File: config.mk
export PLATFORM = sky130hd
export DESIGN_NAME = bitmap_range_set_clear_find
export DESIGN_NICKNAME = d
export VERILOG_FILES = /design/src/sv/brsc_pkg.sv /design/src/sv/bitmap_range_set_clear_find.sv
export SDC_FILE = /design/constraint.sdc
export NUM_CORES = 2
export LEC_CHECK = 0
export BUFFER_PORTS_ARGS = -buffer_cell sky130_fd_sc_hd__buf_2
export CAP_MARGIN = 20
export CORE_AREA = 8 8 760 762
export CTS_CLUSTER_SIZE = 24
export DETAILED_ROUTE_END_ITERATION = 16
export DIE_AREA = 0 0 768 770
export HOLD_SLACK_MARGIN = 0.03
export PLACE_DENSITY_LB_ADDON = 0.08
export REMOVE_ABC_BUFFERS = 1
export SLEW_MARGIN = 20
export SYNTH_ARGS = -nofsm -noshare
export SYNTH_HDL_FRONTEND = slang
export SYNTH_SLANG_ARGS = --single-unit
File: constraint.sdc
create_clock -name clk -period 8.1 [get_ports clk]
set_input_delay 1.62 -clock clk [delete_from_list [all_inputs] [get_ports clk]]
set_output_delay 1.62 -clock clk [all_outputs]
set_load 0.005 [all_outputs]
File: src/sv/brsc_pkg.sv
`timescale 1ns / 1ps
// ----------------------------------------------------------------------------
// brsc_pkg
// Shared types and constants of the bitmap range set / clear / find block.
// ----------------------------------------------------------------------------
package brsc_pkg;

  // bitmap geometry
  localparam int WORD_BITS = 64;
  localparam int NUM_WORDS = 64;
  localparam int CAPACITY  = WORD_BITS * NUM_WORDS;

  // derived index widths
  localparam int BIT_IDX_W  = (WORD_BITS > 1) ? $clog2(WORD_BITS) : 1;
  localparam int WORD_IDX_W = (NUM_WORDS > 1) ? $clog2(NUM_WORDS) : 1;

  // item field widths
  localparam int CMD_W   = 2;
  localparam int START_W = 12;
  localparam int COUNT_W = 13;
  localparam int POS_W   = 13;
  // start plus count without overflow
  localparam int SUM_W   = COUNT_W + 1;

  // command codes
  localparam logic [CMD_W-1:0] CMD_SET       = 2'd0;
  localparam logic [CMD_W-1:0] CMD_CLEAR     = 2'd1;
  localparam logic [CMD_W-1:0] CMD_FIND_ZERO = 2'd2;
  localparam logic [CMD_W-1:0] CMD_FIND_SET  = 2'd3;

  typedef struct packed {
    logic [CMD_W-1:0]   command;
    logic [START_W-1:0] start_bit;
    logic [COUNT_W-1:0] count;
  } in_item_t;

  typedef struct packed {
    logic [POS_W-1:0] position;
    logic             found;
  } out_item_t;

endpackage

File: src/sv/bitmap_range_set_clear_find.sv
`timescale 1ns / 1ps
// ----------------------------------------------------------------------------
// bitmap_range_set_clear_find
// Word-organized bitmap with range set, range clear and next-zero / next-set
// search, kept in a synchronous memory with a registered read.
// ----------------------------------------------------------------------------
// Usage:
//   An item (command, start_bit, count) is taken at a rising edge with start
//   high and busy low. Exactly one result per item appears on out_item for a
//   single cycle with out_valid high; the receiver cannot stall it.
//   The bitmap is walked one stored word per cycle: the memory read of word
//   n+1 overlaps the modify / write-back (or scan) of word n.
//   The result is registered from the processing of the item's last word;
//   a search stops at the first word holding a match. An item with an empty
//   range shows its result in the cycle after acceptance.
//   busy falls in the cycle the result is shown, so the next item can be
//   taken in that cycle; no new item is taken while one is running.
//   Reset (rst_n low, synchronous) empties the bitmap at once through one
//   valid flip-flop per word; an unwritten word reads as all zero. No
//   clearing pass is needed.
// ----------------------------------------------------------------------------
module bitmap_range_set_clear_find (
  input  logic                 clk,
  input  logic                 rst_n,
  input  logic                 start,
  output logic                 busy,
  input  brsc_pkg::in_item_t   in_item,
  output logic                 out_valid,
  output brsc_pkg::out_item_t  out_item
);

  typedef enum logic [1:0] {
    S_IDLE = 2'b01,
    S_RUN  = 2'b10
  } state_t;

  localparam int WB  = brsc_pkg::WORD_BITS;
  localparam int BIW = brsc_pkg::BIT_IDX_W;
  localparam int WIW = brsc_pkg::WORD_IDX_W;
  localparam int SW  = brsc_pkg::SUM_W;

  // control state
  state_t                     state_r, state_nxt;
  logic                       issue_r, issue_nxt;
  logic [WIW-1:0]             rd_w_r, rd_w_nxt;
  logic                       p_vld_r, p_vld_nxt;
  logic [WIW-1:0]             p_w_r;
  logic                       out_valid_r, out_valid_nxt;
  logic [brsc_pkg::NUM_WORDS-1:0] wvalid_r;

  // item registers
  logic [brsc_pkg::CMD_W-1:0]   cmd_r;
  logic [WIW-1:0]               first_w_r, last_w_r;
  logic [BIW-1:0]               start_b_r, last_b_r;
  logic [brsc_pkg::COUNT_W-1:0] count_r;
  brsc_pkg::out_item_t          out_item_r, out_item_nxt;

  // memory
  logic [WB-1:0] mem [brsc_pkg::NUM_WORDS];
  logic [WB-1:0] rd_data_r;
  logic          rd_vbit_r;
  logic          wr_en;
  logic [WB-1:0] wr_data;

  // accept-side decode
  logic          accept;
  logic          in_search;
  logic [SW-1:0] in_sum;
  logic [SW-1:0] in_end;
  logic [SW-1:0] in_last;
  logic          in_empty;

  // word processing
  logic          is_search;
  logic [WB-1:0] p_data;
  logic [BIW-1:0] lo_b, hi_b;
  logic [WB-1:0] mask;
  logic [WB-1:0] match_v;
  logic [WB-1:0] hit_1h;
  logic [BIW-1:0] hit_b;
  logic          hit;
  logic          last_word;
  logic          finish;

  assign accept = start && !busy;
  assign busy   = (state_r != S_IDLE);

  // range end, cut at capacity
  always_comb begin
    in_search = (in_item.command == brsc_pkg::CMD_FIND_ZERO) ||
                (in_item.command == brsc_pkg::CMD_FIND_SET);
    in_sum    = SW'(in_item.start_bit) + SW'(in_item.count);
    if (in_search) begin
      in_end = SW'(in_item.count);
    end else begin
      in_end = in_sum;
    end
    if (in_end > SW'(brsc_pkg::CAPACITY)) begin
      in_end = SW'(brsc_pkg::CAPACITY);
    end
    in_empty = (SW'(in_item.start_bit) >= in_end);
    in_last  = in_end - SW'(1);
  end

  // mask of the range within the current word, match bits and write-back data
  always_comb begin
    is_search = (cmd_r == brsc_pkg::CMD_FIND_ZERO) || (cmd_r == brsc_pkg::CMD_FIND_SET);
    p_data    = rd_vbit_r ? rd_data_r : '0;
    lo_b      = (p_w_r == first_w_r) ? start_b_r : '0;
    hi_b      = (p_w_r == last_w_r) ? last_b_r : BIW'(WB - 1);
    mask      = ({WB{1'b1}} << lo_b) & ({WB{1'b1}} >> (BIW'(WB - 1) - hi_b));
    if (cmd_r == brsc_pkg::CMD_FIND_SET) begin
      match_v = p_data & mask;
    end else begin
      match_v = ~p_data & mask;
    end
    if (cmd_r == brsc_pkg::CMD_SET) begin
      wr_data = p_data | mask;
    end else begin
      wr_data = p_data & ~mask;
    end
    wr_en = p_vld_r && !is_search;
  end

  // lowest matching bit: isolate, then encode
  always_comb begin
    hit_1h = match_v & (~match_v + WB'(1));
    hit_b  = '0;
    for (int j = 0; j < WB; j++) begin
      if (hit_1h[j]) begin
        hit_b = hit_b | BIW'(j);
      end
    end
    hit       = p_vld_r && is_search && (match_v != '0);
    last_word = (p_w_r == last_w_r);
    finish    = p_vld_r && (hit || last_word);
  end

  // sequencer
  always_comb begin
    state_nxt     = state_r;
    issue_nxt     = issue_r;
    rd_w_nxt      = rd_w_r;
    p_vld_nxt     = 1'b0;
    out_valid_nxt = 1'b0;
    out_item_nxt  = out_item_r;
    unique case (state_r)
      S_IDLE: begin
        if (accept) begin
          if (in_empty) begin
            out_valid_nxt         = 1'b1;
            out_item_nxt.found    = 1'b0;
            out_item_nxt.position = in_search ? brsc_pkg::POS_W'(in_item.count) : '0;
          end else begin
            state_nxt = S_RUN;
            issue_nxt = 1'b1;
            rd_w_nxt  = WIW'(in_item.start_bit >> BIW);
          end
        end
      end
      S_RUN: begin
        // issue the next word read
        if (issue_r) begin
          p_vld_nxt = 1'b1;
          if (rd_w_r == last_w_r) begin
            issue_nxt = 1'b0;
          end else begin
            rd_w_nxt = rd_w_r + WIW'(1);
          end
        end
        // finish on a hit or on the last word
        if (finish) begin
          state_nxt     = S_IDLE;
          issue_nxt     = 1'b0;
          p_vld_nxt     = 1'b0;
          out_valid_nxt = 1'b1;
          out_item_nxt.found = hit;
          if (hit) begin
            out_item_nxt.position = (brsc_pkg::POS_W'(p_w_r) << BIW) |
                                    brsc_pkg::POS_W'(hit_b);
          end else if (is_search) begin
            out_item_nxt.position = brsc_pkg::POS_W'(count_r);
          end else begin
            out_item_nxt.position = '0;
          end
        end
      end
      default: begin
        state_nxt = S_IDLE;
        issue_nxt = 1'b0;
      end
    endcase
  end

  // control registers
  always_ff @(posedge clk) begin
    if (!rst_n) begin
      state_r     <= S_IDLE;
      issue_r     <= 1'b0;
      rd_w_r      <= '0;
      p_vld_r     <= 1'b0;
      out_valid_r <= 1'b0;
      wvalid_r    <= '0;
    end else begin
      state_r     <= state_nxt;
      issue_r     <= issue_nxt;
      rd_w_r      <= rd_w_nxt;
      p_vld_r     <= p_vld_nxt;
      out_valid_r <= out_valid_nxt;
      if (wr_en) begin
        wvalid_r[p_w_r] <= 1'b1;
      end
    end
  end

  // item and payload registers
  always_ff @(posedge clk) begin
    out_item_r <= out_item_nxt;
    if (issue_r) begin
      p_w_r <= rd_w_r;
    end
    if (accept) begin
      cmd_r     <= in_item.command;
      count_r   <= in_item.count;
      first_w_r <= WIW'(in_item.start_bit >> BIW);
      start_b_r <= BIW'(in_item.start_bit);
      last_w_r  <= WIW'(in_last >> BIW);
      last_b_r  <= BIW'(in_last);
    end
  end

  // bitmap memory: registered read, write-back of the processed word
  always_ff @(posedge clk) begin
    if (issue_r) begin
      rd_data_r <= mem[rd_w_r];
      rd_vbit_r <= wvalid_r[rd_w_r];
    end
    if (wr_en) begin
      mem[p_w_r] <= wr_data;
    end
  end

  assign out_valid = out_valid_r;
  assign out_item  = out_item_r;

  // a word is processed only while an item is running
  a_proc_in_run: assert property (@(posedge clk) disable iff (!rst_n)
    p_vld_r |-> (state_r == S_RUN))
    else $error("word processed outside of a running item");

  // busy only rises after an accepted item
  a_busy_rise: assert property (@(posedge clk) disable iff (!rst_n)
    $rose(busy) |-> $past(start))
    else $error("busy rose without an accepted item");

  // a result is shown only once the block is free again
  a_out_idle: assert property (@(posedge clk) disable iff (!rst_n)
    out_valid |-> !busy)
    else $error("result strobe while busy");

  // a found position lies below the search limit
  a_found_below: assert property (@(posedge clk) disable iff (!rst_n)
    (out_valid && out_item.found) |->
      (brsc_pkg::COUNT_W'(out_item.position) < count_r))
    else $error("found position not below limit");

endmodule

==> metrics <==
# IOs=46; Seq cells post-synth=4,295; Crit Path Max Fanout=13; ys async rst share=0%; Net Sw Power=0.0192 W; Starting Density=29.8%; Tmin final=6.49 ns; CP endpoint kind=flop; Post-Route M1 WL=259 mm; post-CTS setup buffer count=0; first-pass GRT wire length=815 mm; CTS tree=built; worst hold start=wvalid_r[18]; compound-cell area share of the yosys netlist=1.59%; routed vias/inst=5.25; RSZ-0062 raised after global routing=false; DPL Wire Length=330 mm; relative slew slack=22.3%; Mean Syn Cell Area=22.7 um^2; synth unique cells=88; xor and xnor area share after synthesis=0.504%; Yosys top cell area share=75.1%; fin util=34.7%; Synth Area in Simple Gates=2.15%; via count=83,516; final setup fails=0; Critical Path Start Type=input port; die width=768 um; Hold Path Depth=2; Crit Path Class=input port to flop; RePlAce Congestion=0.867; met3 wire length=26.7 mm; fillers=52,682; Die Y=770 um; global route total overflow=0; Hold WC Path Type=flop to flop; Worst EP arrival=7.45 ns; WL per Instance=38.3 um; Sink Count=4,295; initial antenna violation count=41; sw frac=30.0%; P&R area growth vs syn=16.5%; # H-tree levels=5; Clock Power Share=33.1%; final hold viol count=0; outcome=finished clean; TritonCTS Buffers=480; EDFF count, synth=4,220; antenna viol nets, final=0; Post-Synth Adder-Cell Area=0.219%; number of global-route vias before repair=87,252; Worst Hold Path EP=wvalid_r[18]; worst r2r path cells=13; cts repair resizes=0; post-synthesis mux area share=18.5%; Pre-Repair DR Iteration Count=7; r2r endpoint=out_item[2]; max_cap viols=0; Logic pwr share=24.9%; Post-Route WL=609 mm; Synth Cell Area=169,000 um^2; Worst Skew=0.0873 ns; Synth area leader=edfxtp_1; uppermost routed layer=met5; largest family of logic cells by synthesized area=multiplexers; Slew Viols, Final=0; period utilization=80.1%; Layout Nets=7,982; Clk Latency, worst-skew pair=1.05 ns; hold_buf cts=0; DRT iter0 DRCs=8,405; Mapped Cells=7,449; Int Pwr=0.0448 W; DIE AREA=591,000 um^2; share of layout cells above drive strength 1=31.2%; CP required=9.06 ns; FF-to-FF setup slack=2.16 ns; largest net degree at the start of global routing=121; Synth Warn #=0; Core ar.=566,000 um^2; Tot GR Track Use=20.1%; worst slew pin tran=1.17 ns; origin of the critical flop-to-flop path=p_w_r[5]; top_reg_cell synth=edfxtp_1; met2 WL=307 mm; Cells after DPL=14,974; CTS root buf=clkbuf_16; input/output buffers=45; sequential share of power=42.0%; Non-Filler Instances=15,909; f_max=0.154 GHz; Max VDD drop=0.000219 V; CTS Buffer Depth=4; FP Rows=277; Clk pin slew, worst setup/hold paths=0.06 ns; power density over the cells=325 nW/um^2; leakage=59.2 nW; drt drc=0; Synth area leaders=edfxtp_1 75%, mux4_2 18%, dfxtp_1 0.89%; register area share after synthesis=76.0%
==> worst max-delay path, stage by stage <==
cell       delay, ns
buf_2           0.24
ha_1            0.23
inv_1           0.06
fa_1            0.38
nor2b_1         0.17
o21ai_0         0.12
a21oi_1         0.28
o31ai_1         0.12
buf_4           0.17
or2_2           0.28
nor2_1          0.14
o2111ai_1       0.19
nor3_1          0.32
a31o_2          0.40
nand2_1         0.15
inv_1           0.09
ha_1            0.22
nand2b_1        0.15
a21o_1          0.19
a21oi_1         0.15
nor2b_1         0.06
o21ai_0         0.19
a211o_1         0.21
a31oi_1         0.12
o311ai_1        0.38
nand2_1         0.29
or2_2           0.37
a21oi_1         0.12
==> flip-flops by register name (all words and copies together) (netlist names), 13 cells and up <==
register   count
rd_data_r     64
mem         4096
count_r       13
wvalid_r      64
out_item      14
==> power by group through the flow <==
stage,logic (W),clock network [W],registers [W]
2_1_floorplan,0.0111,0,0.0280
3_3_place_gp,0.0162,0,0.0273
3_5_place_dp,0.0163,0,0.0273
4_1_cts,0.0163,0.0217,0.0269
5_1_grt,0.0168,0.0225,0.0269
6_report,0.0159,0.0211,0.0269
==> cells by family after synthesis <==
logic type,after synthesis
compound gates,397
xor+xnor,92
fa+ha+maj,29
flops,4295
mux,1420
simple gates,772
buf+inv,444
==> cells in the final DEF (no fill, tap or decap), types with 60 or more instances in the layout <==
master / n
o21ai_0: 68
clkinv_1: 91
clkinv_2: 69
edfxtp_1: 4220
nor2_1: 231
mux4_2: 1365
clkbuf_16: 489
dfxtp_1: 68
nand2_1: 199
diode_2: 60
clkbuf_1: 147
buf_4: 311
nor2_4: 65
xnor2_1: 72
a21oi_1: 89
==> synth_stat cells (33+ instances only) <==
master,count
o21ai_0,82
buf_1,92
edfxtp_1,4220
mux2i_1,55
mux4_2,1365
clkbuf_1,291
nor3_1,41
xnor2_1,72
nor2_1,297
nand3_1,57
dfxtp_1,75
inv_1,33
a21oi_1,90
nand2_1,199
==> through the flow <==
step | instance area (um^2) | hold slack [ns] | setup WS (ns) | total power, W | TNS [ns]
after floorplan | 167000 | 0.435 | -39.23 | 0.0391 | -2694.60
after global placement | 181000 | 0.444 | 0.352 | 0.0436 | 0
after detailed placement | 181000 | 0.455 | 0.576 | 0.0436 | 0
after CTS | 196000 | 0.468 | 1.73 | 0.0649 | 0
after global routing | 197000 | 0.495 | 1.17 | 0.0662 | 0
final | 197000 | 0.465 | 1.61 | 0.0639 | 0
==> layout make-up <==
class | count | area [um^2] | area share [%]
antenna | 60 | 150 | 0.0764
clock buffer | 655 | 13100 | 6.64
clock inverter | 220 | 2070 | 1.05
inverter | 35 | 131 | 0.0668
multi-input combinational | 2710 | 40100 | 20.4
sequential | 4295 | 128000 | 65.2
tap | 7533 | 9430 | 4.79
timing repair buffer | 401 | 3460 | 1.76
==> routing by layer <==
metal	up-vias	global-route usage (%)
met2	2345	35.0
met1	47497	26.9
li1	32948	-
met4	2	4.68
met5	-	0
met3	724	2.45
==> worst max-delay path by stage <==
stage	startpoint	to	slack (ns)	cells after the start
after floorplan	rd_w_r[0]	p_w_r[0]	-39.23	0
after global placement	in_item[0]	rd_w_r[5]	0.35	28
after detailed placement	in_item[0]	rd_w_r[5]	0.58	28
after CTS	in_item[0]	rd_w_r[5]	1.73	28
after global routing	in_item[0]	rd_w_r[5]	1.17	28
final	in_item[0]	rd_w_r[5]	1.61	28
Power figures use the tool's default switching activity.
